## config.mk

```make
export PLATFORM = sky130hd
export DESIGN_NAME = array_list_engine
export DESIGN_NICKNAME = d
export VERILOG_FILES = /design/src/rtl/ale_pkg.sv /design/src/rtl/ale_ram.sv /design/src/rtl/ale_ctrl.sv /design/src/rtl/ale_dpath.sv /design/src/rtl/array_list_engine.sv
export SDC_FILE = /design/constraint.sdc
export NUM_CORES = 2
export LEC_CHECK = 0
export CAP_MARGIN = 20
export CORE_ASPECT_RATIO = 1.4
export CORE_MARGIN = 5
export CORE_UTILIZATION = 50
export CTS_CLUSTER_SIZE = 14
export DETAILED_ROUTE_END_ITERATION = 8
export DONT_BUFFER_PORTS = 1
export HOLD_SLACK_MARGIN = 0.15
export PLACE_DENSITY = 0.74
export RECOVER_POWER = 25
export SLEW_MARGIN = 30
export SYNTH_ARGS = -nofsm -noshare
export SYNTH_HDL_FRONTEND = slang
export SYNTH_SLANG_ARGS = --single-unit
```

## constraint.sdc

```tcl
create_clock -name clk -period 5.9 [get_ports clk]
set_clock_uncertainty 0.1 [all_clocks]
set_input_delay 1.18 -clock clk [delete_from_list [all_inputs] [get_ports clk]]
set_output_delay 1.18 -clock clk [all_outputs]
set_load 0.05 [all_outputs]
```

## src/rtl/ale_pkg.sv

```systemverilog
// Shared types and constants for the array list engine.
// No dependencies; imported by every module of the block except ale_ram.
package ale_pkg;

  localparam int DEPTH   = 32;
  localparam int ADDR_W  = $clog2(DEPTH);
  localparam int CNT_W   = $clog2(DEPTH + 1);
  localparam int KIND_W  = 3;
  localparam int POS_W   = 6;
  localparam int DATA_W  = 32;
  localparam int STAT_W  = 2;
  localparam int TOTAL_W = 37;
  localparam int CMP_W   = (POS_W > CNT_W) ? POS_W : CNT_W;
  localparam int SUM_W   = DATA_W + CNT_W;
  localparam int ACC_W   = (SUM_W > TOTAL_W) ? SUM_W : TOTAL_W + 1;

  localparam logic signed [ACC_W-1:0] TOTAL_MAX = ACC_W'((65'sd1 <<< (TOTAL_W - 1)) - 1);
  localparam logic signed [ACC_W-1:0] TOTAL_MIN = -TOTAL_MAX - ACC_W'(1);

  typedef enum logic [KIND_W-1:0] {
    K_INSERT  = 3'd0,
    K_DELETE  = 3'd1,
    K_SEARCH  = 3'd2,
    K_READ    = 3'd3,
    K_SUMMARY = 3'd4
  } kind_t;

  typedef enum logic [STAT_W-1:0] {
    ST_OK    = 2'd0,
    ST_RANGE = 2'd1,
    ST_FULL  = 2'd2,
    ST_MISS  = 2'd3
  } status_t;

  typedef enum logic [1:0] {
    S_IDLE,
    S_RUN,
    S_DRAIN,
    S_FIN
  } state_t;

  // controller -> datapath
  typedef struct packed {
    logic load;
    logic issue;
    logic finish;
  } cmd_t;

  // datapath -> controller
  typedef struct packed {
    logic len_zero;
    logic len_one;
  } stat_t;

endpackage

```

## src/rtl/ale_ram.sv

```systemverilog
// Generic single-write, single-read RAM with registered read data.
// No dependencies.
module ale_ram #(
  parameter int WIDTH = 32,
  parameter int DEPTH = 32
) (
  input  logic                     clk,
  input  logic                     we,
  input  logic [$clog2(DEPTH)-1:0] waddr,
  input  logic [WIDTH-1:0]         wdata,
  input  logic                     re,
  input  logic [$clog2(DEPTH)-1:0] raddr,
  output logic [WIDTH-1:0]         rdata
);

  logic [WIDTH-1:0] mem_r [DEPTH];
  logic [WIDTH-1:0] rdata_r;

  always_ff @(posedge clk) begin
    if (we) begin
      mem_r[waddr] <= wdata;
    end
    if (re) begin
      rdata_r <= mem_r[raddr];
    end
  end

  assign rdata = rdata_r;

endmodule

```

## src/rtl/ale_ctrl.sv

```systemverilog
// Sequencer for the array list engine: load, walk the stored elements, finish.
// Depends on ale_pkg.
module ale_ctrl (
  input  logic          clk,
  input  logic          rst_n,
  input  logic          start,
  input  ale_pkg::stat_t stat,
  output ale_pkg::cmd_t  cmd,
  output logic          busy
);
  import ale_pkg::*;

  state_t state_r, state_nxt;

  always_ff @(posedge clk) begin
    if (!rst_n) begin
      state_r <= S_IDLE;
    end else begin
      state_r <= state_nxt;
    end
  end

  always_comb begin
    state_nxt = state_r;
    cmd       = '0;
    unique case (state_r)
      S_IDLE: begin
        if (start) begin
          cmd.load  = 1'b1;
          state_nxt = S_RUN;
        end
      end
      S_RUN: begin
        // one RAM read per cycle until the walk length is used up
        if (stat.len_zero) begin
          state_nxt = S_FIN;
        end else begin
          cmd.issue = 1'b1;
          if (stat.len_one) begin
            state_nxt = S_DRAIN;
          end
        end
      end
      S_DRAIN: begin
        state_nxt = S_FIN;
      end
      S_FIN: begin
        cmd.finish = 1'b1;
        state_nxt  = S_IDLE;
      end
      default: begin
        state_nxt = S_IDLE;
      end
    endcase
  end

  assign busy = (state_r != S_IDLE);

endmodule

```

## src/rtl/ale_dpath.sv

```systemverilog
// Datapath: element RAM, count, walk pointer, search/summary logic, result registers.
// Depends on ale_pkg and ale_ram.
module ale_dpath (
  input  logic                                 clk,
  input  logic                                 rst_n,
  input  ale_pkg::cmd_t                        cmd,
  output ale_pkg::stat_t                       stat,
  input  logic [ale_pkg::KIND_W-1:0]           in_kind,
  input  logic [ale_pkg::POS_W-1:0]            in_position,
  input  logic signed [ale_pkg::DATA_W-1:0]    in_operand_value,
  output logic                                 out_valid,
  output logic [ale_pkg::STAT_W-1:0]           out_status,
  output logic [ale_pkg::POS_W-1:0]            out_found_index,
  output logic signed [ale_pkg::DATA_W-1:0]    out_element_value,
  output logic signed [ale_pkg::DATA_W-1:0]    out_largest,
  output logic signed [ale_pkg::DATA_W-1:0]    out_smallest,
  output logic signed [ale_pkg::TOTAL_W-1:0]   out_total,
  output logic [ale_pkg::POS_W-1:0]            out_element_count,
  output logic                                 out_last
);
  import ale_pkg::*;

  // request registers
  logic [KIND_W-1:0]        kind_r;
  logic [POS_W-1:0]         pos_r;
  logic signed [DATA_W-1:0] val_r;
  status_t                  st_r;
  logic [CNT_W-1:0]         cnt_r;

  // walk state
  logic [CNT_W-1:0]         len_r;
  logic [ADDR_W-1:0]        ptr_r;
  logic                     up_r;
  logic                     rvalid_r;
  logic [ADDR_W-1:0]        rtag_r;

  // scan results
  logic                     pend_r;
  logic [ADDR_W-1:0]        pend_idx_r;
  logic signed [DATA_W-1:0] rd_val_r;
  logic signed [DATA_W-1:0] max_r;
  logic signed [DATA_W-1:0] min_r;
  logic signed [ACC_W-1:0]  sum_r;

  // result registers
  logic                     out_valid_r;
  logic [STAT_W-1:0]        o_status_r;
  logic [POS_W-1:0]         o_idx_r;
  logic signed [DATA_W-1:0] o_elem_r;
  logic signed [DATA_W-1:0] o_max_r;
  logic signed [DATA_W-1:0] o_min_r;
  logic signed [TOTAL_W-1:0] o_total_r;
  logic [POS_W-1:0]         o_cnt_r;
  logic                     o_last_r;

  // load decode
  status_t                  ld_st;
  logic [CNT_W-1:0]         ld_len;
  logic [ADDR_W-1:0]        ld_addr;
  logic                     ld_up;
  logic [CMP_W-1:0]         pos_x;
  logic [CMP_W-1:0]         cnt_x;

  // RAM
  logic                     ram_we;
  logic [ADDR_W-1:0]        ram_waddr;
  logic [DATA_W-1:0]        ram_wdata;
  logic [DATA_W-1:0]        ram_rdata;
  logic signed [DATA_W-1:0] rd_s;

  logic                     hit;
  logic                     emit_hit;
  logic [CNT_W-1:0]         cnt_nxt;
  logic signed [ACC_W-1:0]  sum_sat;

  // result next values
  logic                     o_valid_nxt;
  logic [STAT_W-1:0]        o_status_nxt;
  logic [POS_W-1:0]         o_idx_nxt;
  logic signed [DATA_W-1:0] o_elem_nxt;
  logic signed [DATA_W-1:0] o_max_nxt;
  logic signed [DATA_W-1:0] o_min_nxt;
  logic signed [TOTAL_W-1:0] o_total_nxt;
  logic [POS_W-1:0]         o_cnt_nxt;
  logic                     o_last_nxt;

  assign pos_x = CMP_W'(in_position);
  assign cnt_x = CMP_W'(cnt_r);

  // bounds checks and walk range, taken at accept
  always_comb begin
    ld_st   = ST_OK;
    ld_len  = '0;
    ld_addr = '0;
    ld_up   = 1'b1;
    case (kind_t'(in_kind))
      K_INSERT: begin
        if (pos_x > cnt_x) begin
          ld_st = ST_RANGE;
        end else if (cnt_r == CNT_W'(DEPTH)) begin
          ld_st = ST_FULL;
        end else begin
          // move entries pos..count-1 up by one, walking from the top
          ld_len  = cnt_r - CNT_W'(in_position);
          ld_addr = ADDR_W'(cnt_r - CNT_W'(1));
          ld_up   = 1'b0;
        end
      end
      K_DELETE: begin
        if (cnt_r == '0) begin
          ld_st = ST_MISS;
        end else if (pos_x >= cnt_x) begin
          ld_st = ST_RANGE;
        end else begin
          ld_len  = cnt_r - CNT_W'(in_position) - CNT_W'(1);
          ld_addr = ADDR_W'(in_position) + ADDR_W'(1);
        end
      end
      K_SEARCH: begin
        ld_len = cnt_r;
      end
      K_READ: begin
        if (cnt_r == '0) begin
          ld_st = ST_MISS;
        end else if (pos_x >= cnt_x) begin
          ld_st = ST_RANGE;
        end else begin
          ld_len  = CNT_W'(1);
          ld_addr = ADDR_W'(in_position);
        end
      end
      K_SUMMARY: begin
        if (cnt_r == '0) begin
          ld_st = ST_MISS;
        end else begin
          ld_len = cnt_r;
        end
      end
      default: begin
        ld_st = ST_RANGE;
      end
    endcase
  end

  assign stat.len_zero = (len_r == '0);
  assign stat.len_one  = (len_r == CNT_W'(1));

  assign rd_s     = ram_rdata;
  assign hit      = rvalid_r && (kind_t'(kind_r) == K_SEARCH) && (rd_s == val_r);
  // a new hit releases the one held back; the held one is the last only at the end
  assign emit_hit = hit && pend_r;

  // RAM write port: shifted element during the walk, new element at finish
  always_comb begin
    ram_we    = 1'b0;
    ram_waddr = rtag_r;
    ram_wdata = ram_rdata;
    if (rvalid_r && (kind_t'(kind_r) == K_INSERT)) begin
      ram_we    = 1'b1;
      ram_waddr = rtag_r + ADDR_W'(1);
    end else if (rvalid_r && (kind_t'(kind_r) == K_DELETE)) begin
      ram_we    = 1'b1;
      ram_waddr = rtag_r - ADDR_W'(1);
    end else if (cmd.finish && (kind_t'(kind_r) == K_INSERT) && (st_r == ST_OK)) begin
      ram_we    = 1'b1;
      ram_waddr = ADDR_W'(pos_r);
      ram_wdata = val_r;
    end
  end

  ale_ram #(
    .WIDTH (DATA_W),
    .DEPTH (DEPTH)
  ) u_ram (
    .clk   (clk),
    .we    (ram_we),
    .waddr (ram_waddr),
    .wdata (ram_wdata),
    .re    (cmd.issue),
    .raddr (ptr_r),
    .rdata (ram_rdata)
  );

  always_comb begin
    cnt_nxt = cnt_r;
    if (cmd.finish && (st_r == ST_OK)) begin
      if (kind_t'(kind_r) == K_INSERT) begin
        cnt_nxt = cnt_r + CNT_W'(1);
      end else if (kind_t'(kind_r) == K_DELETE) begin
        cnt_nxt = cnt_r - CNT_W'(1);
      end
    end
  end

  always_comb begin
    if (sum_r > TOTAL_MAX) begin
      sum_sat = TOTAL_MAX;
    end else if (sum_r < TOTAL_MIN) begin
      sum_sat = TOTAL_MIN;
    end else begin
      sum_sat = sum_r;
    end
  end

  // result formatting
  always_comb begin
    o_valid_nxt  = emit_hit || cmd.finish;
    o_status_nxt = st_r;
    o_idx_nxt    = pos_r;
    o_elem_nxt   = '0;
    o_max_nxt    = '0;
    o_min_nxt    = '0;
    o_total_nxt  = '0;
    o_cnt_nxt    = POS_W'(cnt_nxt);
    o_last_nxt   = 1'b1;
    if (emit_hit) begin
      o_status_nxt = ST_OK;
      o_idx_nxt    = POS_W'(pend_idx_r);
      o_elem_nxt   = val_r;
      o_last_nxt   = 1'b0;
    end else begin
      case (kind_t'(kind_r))
        K_SEARCH: begin
          if (pend_r) begin
            o_status_nxt = ST_OK;
            o_idx_nxt    = POS_W'(pend_idx_r);
            o_elem_nxt   = val_r;
          end else begin
            o_status_nxt = ST_MISS;
            o_idx_nxt    = '0;
          end
        end
        K_READ: begin
          if (st_r == ST_OK) begin
            o_elem_nxt = rd_val_r;
          end
        end
        K_SUMMARY: begin
          if (st_r == ST_OK) begin
            o_max_nxt   = max_r;
            o_min_nxt   = min_r;
            o_total_nxt = TOTAL_W'(sum_sat);
          end
        end
        default: begin
          o_elem_nxt = '0;
        end
      endcase
    end
  end

  always_ff @(posedge clk) begin
    if (!rst_n) begin
      cnt_r       <= '0;
      len_r       <= '0;
      rvalid_r    <= 1'b0;
      pend_r      <= 1'b0;
      out_valid_r <= 1'b0;
    end else begin
      cnt_r       <= cnt_nxt;
      rvalid_r    <= cmd.issue;
      out_valid_r <= o_valid_nxt;
      if (cmd.load) begin
        len_r  <= ld_len;
        pend_r <= 1'b0;
      end else if (cmd.issue) begin
        len_r <= len_r - CNT_W'(1);
      end
      if (hit) begin
        pend_r <= 1'b1;
      end
    end
  end

  always_ff @(posedge clk) begin
    if (cmd.load) begin
      kind_r <= in_kind;
      pos_r  <= in_position;
      val_r  <= in_operand_value;
      st_r   <= ld_st;
      ptr_r  <= ld_addr;
      up_r   <= ld_up;
      sum_r  <= '0;
    end else if (cmd.issue) begin
      ptr_r <= up_r ? ptr_r + ADDR_W'(1) : ptr_r - ADDR_W'(1);
    end
    if (cmd.issue) begin
      rtag_r <= ptr_r;
    end
    if (hit) begin
      pend_idx_r <= rtag_r;
    end
    if (rvalid_r && (kind_t'(kind_r) == K_READ)) begin
      rd_val_r <= rd_s;
    end
    if (rvalid_r && (kind_t'(kind_r) == K_SUMMARY)) begin
      sum_r <= sum_r + ACC_W'(rd_s);
      // summary walks from entry zero, which seeds min and max
      if ((rtag_r == '0) || (rd_s > max_r)) begin
        max_r <= rd_s;
      end
      if ((rtag_r == '0) || (rd_s < min_r)) begin
        min_r <= rd_s;
      end
    end
    if (o_valid_nxt) begin
      o_status_r <= o_status_nxt;
      o_idx_r    <= o_idx_nxt;
      o_elem_r   <= o_elem_nxt;
      o_max_r    <= o_max_nxt;
      o_min_r    <= o_min_nxt;
      o_total_r  <= o_total_nxt;
      o_cnt_r    <= o_cnt_nxt;
      o_last_r   <= o_last_nxt;
    end
  end

  assign out_valid         = out_valid_r;
  assign out_status        = o_status_r;
  assign out_found_index   = o_idx_r;
  assign out_element_value = o_elem_r;
  assign out_largest       = o_max_r;
  assign out_smallest      = o_min_r;
  assign out_total         = o_total_r;
  assign out_element_count = o_cnt_r;
  assign out_last          = o_last_r;

endmodule

```

## src/rtl/array_list_engine.sv

```systemverilog
// Top level of the array list engine: controller plus datapath.
// Depends on ale_pkg, ale_ctrl, ale_dpath (and through it ale_ram).
//
//   channel   direction  handshake          payload
//   in_       input      start / busy       in_kind, in_position, in_operand_value
//   out_      output     out_valid strobe   out_status .. out_last (8 fields)
//
// An item walks N stored elements, one RAM read per cycle: N = count for search
// and summary, count - position for insert, count - position - 1 for delete,
// 1 for read, 0 for a rejected item. busy stays high through run, drain (N > 0)
// and finish states; the final result strobes in the cycle busy drops.
// Search hits strobe during the walk, one per cycle at most.
// rst_n is synchronous; reset empties the list. Results cannot be stalled.
module array_list_engine (
  input  logic                                 clk,
  input  logic                                 rst_n,
  input  logic                                 start,
  output logic                                 busy,
  input  logic [ale_pkg::KIND_W-1:0]           in_kind,
  input  logic [ale_pkg::POS_W-1:0]            in_position,
  input  logic signed [ale_pkg::DATA_W-1:0]    in_operand_value,
  output logic                                 out_valid,
  output logic [ale_pkg::STAT_W-1:0]           out_status,
  output logic [ale_pkg::POS_W-1:0]            out_found_index,
  output logic signed [ale_pkg::DATA_W-1:0]    out_element_value,
  output logic signed [ale_pkg::DATA_W-1:0]    out_largest,
  output logic signed [ale_pkg::DATA_W-1:0]    out_smallest,
  output logic signed [ale_pkg::TOTAL_W-1:0]   out_total,
  output logic [ale_pkg::POS_W-1:0]            out_element_count,
  output logic                                 out_last
);
  import ale_pkg::*;

  cmd_t  cmd;
  stat_t stat;

  ale_ctrl u_ctrl (
    .clk   (clk),
    .rst_n (rst_n),
    .start (start),
    .stat  (stat),
    .cmd   (cmd),
    .busy  (busy)
  );

  ale_dpath u_dpath (
    .clk               (clk),
    .rst_n             (rst_n),
    .cmd               (cmd),
    .stat              (stat),
    .in_kind           (in_kind),
    .in_position       (in_position),
    .in_operand_value  (in_operand_value),
    .out_valid         (out_valid),
    .out_status        (out_status),
    .out_found_index   (out_found_index),
    .out_element_value (out_element_value),
    .out_largest       (out_largest),
    .out_smallest      (out_smallest),
    .out_total         (out_total),
    .out_element_count (out_element_count),
    .out_last          (out_last)
  );

  a_accept_busy: assert property (@(posedge clk) disable iff (!rst_n)
    (start && !busy) |=> busy)
    else $error("accepted item did not raise busy");

  a_done_result: assert property (@(posedge clk) disable iff (!rst_n)
    $fell(busy) |-> (out_valid && out_last))
    else $error("item finished without a final result");

  a_mid_run: assert property (@(posedge clk) disable iff (!rst_n)
    (out_valid && !out_last) |-> (busy && (out_status == ST_OK)))
    else $error("intermediate result outside a search walk");

  a_count_bound: assert property (@(posedge clk) disable iff (!rst_n)
    out_valid |-> (out_element_count <= POS_W'(DEPTH)))
    else $error("element count above depth");

endmodule

```

==> flow_summary_export.csv <==
group,metric,value,unit
timing,finalSetupViolCount,0,
timing,rsz0062_at_grt,"false",
setup_path,ff2ff_path_depth,8,
global_routing,first_global_vias,29800,
setup_path,reg2reg_from,"u_dpath.u_ram.rdata[15]",
synth,netlist_top_cells_area,"edfxtp_1 (72%), mux4_2 (12%), ha_1 (2.6%), nand2_1 (1.4%), nor2_1 (1.2%)",
clock_tree,ctsResizeCount,0,
timing,finalSetupTns,0,ns
place,post-place-cells,4632,
route,initialDrtViolationCount,2876,
min_path,timing.hold.worst.start,"in_operand_value[18]",
synth,synth_sequential_area_ratio,72.5,%
place,hpwl,91.8,mm
floorplan,pin_count,194,
global_routing,grtUsageTotal,22.1,%
run_status,violations,"max-capacitance violations, max-slew violations",
flow_run,max_cap_viols,15,
final_layout,proportion_of_layout_cells_with_a_drive_suffix_above_1,19.3,%
power,clock_network_fraction_of_design_power,24.5,%
synth,synth_top_flop_cell,"edfxtp_1",
place,port_buffers,0,
setup_path,path_cells,"clkbuf_1, xor2_1, nor4_1, nand4_1, nor3_1, nand2_1, nand2b_4, buf_12",
clock_tree,clk_transition_reported_paths,0.07,ns
floorplan,coreArea,116000,um2
final_layout,mostFrequentLayoutCell,"edfxtp_1",
timing,drv_slew,545,
final_layout,final_cell_mix,"edfxtp_1 (1397), mux4_2 (320), nand2_1 (204)",
clock_tree,insertion_delay,0.73,ns
final_layout,synthToLayoutAreaGrowth,10.8,%
global_routing,first_pass_grt_wire_length,204,mm
final_layout,layout.core_utilization,55.6,%
synth,synth_cell_types,70,
synth,netlist.area_leader.share,72.0,%
synth,syn-cell-area,58300,um2
power,p_per_area,468,nW/um2
floorplan,floorplan.initialDensity,50.2,%
clock_tree,clock_sinks,1414,
power,power.combinational.fraction,30.1,%
power,net-switching-power,9.83,mW
clock_tree,ctsHtreeMaxLevel,3,
synth,postSynthRegisterBits,1414,
setup_path,worstReg2RegEnd,"u_dpath.out_largest[28]",
setup_path,critPathSlowestCell,"nor3_1",
timing,finalHoldViolCount,0,
setup_path,worst_setup_path_start_kind,"flop",
timing,fmax,0.213,GHz
synth,yosys_warnings,0,
power,netSwitchingFraction,32.5,%
power,cellLeakagePower,20.9,nW
min_path,hold-path-cell-count,0,
route,drt_pre_antenna_iters,7,
run_status,run_status,"finished with violations",
min_path,hold-path-endpoint,"u_dpath.val_r[18]",
route,drcViolationCount,0,
setup_path,timing.critical_path.required,6.19,ns
synth,mappedNetlistNets,3357,
floorplan,chipWidth,299,um
place,gp_weighted_congestion,0.938,
global_routing,grt_antenna_before_repair,12,
floorplan,dieArea,124000,um2
setup_path,worst_ep_arrival_time,4.99,ns
synth,ys_async_sr_fraction,0,%
clock_tree,tritoncts,"built",
final_layout,final_net_count,3423,
setup_path,reg2reg_setup_slack,1.20,ns
setup_path,cp_max_fo,56,
floorplan,fp-row-count,148,
min_path,hold_path_class,"primary input to flop",
power,p_int,20.4,mW
synth,synth-edff-count,1397,
clock_tree,cts-buffers-inserted,119,
synth,post_synthesis_area_per_instance,18.3,um2
route,route.detailed.vias_per_inst,6.19,
power,pwr-share-seq,45.4,%
timing,post-route-min-period,4.70,ns
clock_tree,post-cts-setup-buffer-count,0,
clock_tree,cts-root-to-sink-buffers,3,
clock_tree,holdBufCountCts,0,
final_layout,final_cells,4830,
route,vias,29900,
timing,timing.final.crit_share,79.6,%
global_routing,grt_start_max_net_pins,84,
global_routing,overflow,0,
timing,max_slew_margin,-95.9,%
power,vdd_ir_drop_max,0.475,mV
setup_path,endpoint_kind,"flop",
route,wirelength,139,mm
route,detail_route.wl_per_cell,28.8,um
synth,synth.largest_area_cell,"edfxtp_1",
floorplan,die_y,414,um
setup_path,worst-setup-path-type,"flop to flop",
route,postRouteAntennaNets,0,
synth,cell_count_after_synthesis,3187,
setup_path,worst_path_max_stage_delay,1.11,ns
power,total_power,30.3,mW
clock_tree,cts-root-buf,"clkbuf_16",
timing,worst_pin_slew,2.94,ns
final cells by class:
class                      instances  area, um2
clock buffer                     155       3200
clock inverter                    34        334
fill                            8490      51500
inverter                         102        383
multi-input combinational       1534      15300
tap                             1500       1880
timing repair buffer              82       1190
sequential                      1414      42300
antenna                            9       22.5
metrics by stage:
stage	hold slack, ns	setup WS, ns	cell area (um2)
2_1_floorplan	0.324	0.0243	58300
3_3_place_gp	0.429	1.40	60300
3_5_place_dp	0.425	1.53	61100
4_1_cts	0.399	1.51	64700
5_1_grt	0.417	0.914	64600
6_report	0.439	1.20	64600
registers in the layout (all words and copies together), names as in the netlist, 32 cells and up:
name	flops
u_dpath.max_r	32
u_dpath.min_r	32
u_dpath.out_element_value	32
u_dpath.out_largest	32
u_dpath.out_smallest	32
u_dpath.out_total	37
u_dpath.rd_val_r	32
u_dpath.sum_r	38
u_dpath.u_ram.mem_r	1024
u_dpath.u_ram.rdata	32
u_dpath.val_r	32
worst max-delay path: cells and delay by family (launching register included):
kind / cells / cell delay (ns)
buf+inv: 2 / 0.70
flops: 1 / 0.32
xor+xnor: 1 / 0.17
simple gates: 5 / 2.99
routing by layer:
layer	GRT usage [%]	wire, um
met5	0	34
met4	7.95	5670
met3	3.19	8650
met2	39.0	72700
met1	28.2	51900
power groups by stage:
| stage | registers, mW | clock network, mW | logic, mW |
|---|---|---|---|
| global route | 13.8 | 7.92 | 9.77 |
| detailed placement | 13.9 | 0 | 9.07 |
| finish | 13.7 | 7.42 | 9.11 |
| CTS | 13.7 | 7.52 | 9.16 |
| global placement | 13.9 | 0 | 8.95 |
| floorplan | 13.7 | 0 | 6.29 |
cells by family (layout without fill, tap and decap cells):
family / Yosys count / in the layout / share of synthesized area [%]
compound gates: 390 / 390 / 4.25
xor+xnor: 82 / 82 / 1.23
fa+ha+maj: 126 / 126 / 2.74
buf+inv: 239 / 373 / 1.74
flops: 1414 / 1414 / 72.5
mux: 360 / 360 / 13.1
other cells: 0 / 9 / 0
simple gates: 576 / 576 / 4.37
worst max-delay path by stage:
| stage | cells past startpoint | slack, ns | from | end |
|---|---|---|---|---|
| after CTS | 7 | 1.51 | u_dpath.kind_r[1] | u_dpath.u_ram.mem_r[10][26] |
| after global routing | 4 | 0.91 | u_dpath.ptr_r[0] | u_dpath.u_ram.rdata[8] |
| after global placement | 7 | 1.40 | u_dpath.u_ram.rdata[24] | u_dpath.out_largest[28] |
| after floorplan | 7 | 0.02 | u_dpath.kind_r[2] | u_dpath.out_element_count[0] |
| final | 8 | 1.20 | u_dpath.u_ram.rdata[15] | u_dpath.out_largest[28] |
| after detailed placement | 7 | 1.53 | u_dpath.kind_r[1] | u_dpath.u_ram.mem_r[10][20] |
cells in the mapped netlist, types with 4 or more instances:
master,count
or2_2,5
mux2_2,34
nand3_1,25
nor3_1,20
mux4_2,320
nand2_1,225
nor3b_1,6
a211oi_1,9
nor4_1,15
ha_1,123
inv_1,101
buf_4,21
dfxtp_1,17
edfxtp_1,1397
o22ai_1,11
a21o_1,35
o31ai_1,6
or3_1,10
mux2i_1,6
clkbuf_1,87
xnor2_1,32
o21ai_1,4
o21a_1,12
a21oi_1,121
and3_1,10
nand4_1,20
buf_6,4
buf_1,16
nor2b_1,15
and2_1,17
xor2_1,50
a31oi_1,4
buf_2,9
nand2b_1,15
a22o_1,34
nor2_1,185
o21ai_0,97
o211ai_1,7
a221oi_1,5
No activity file was read; power rests on OpenSTA's default activity.
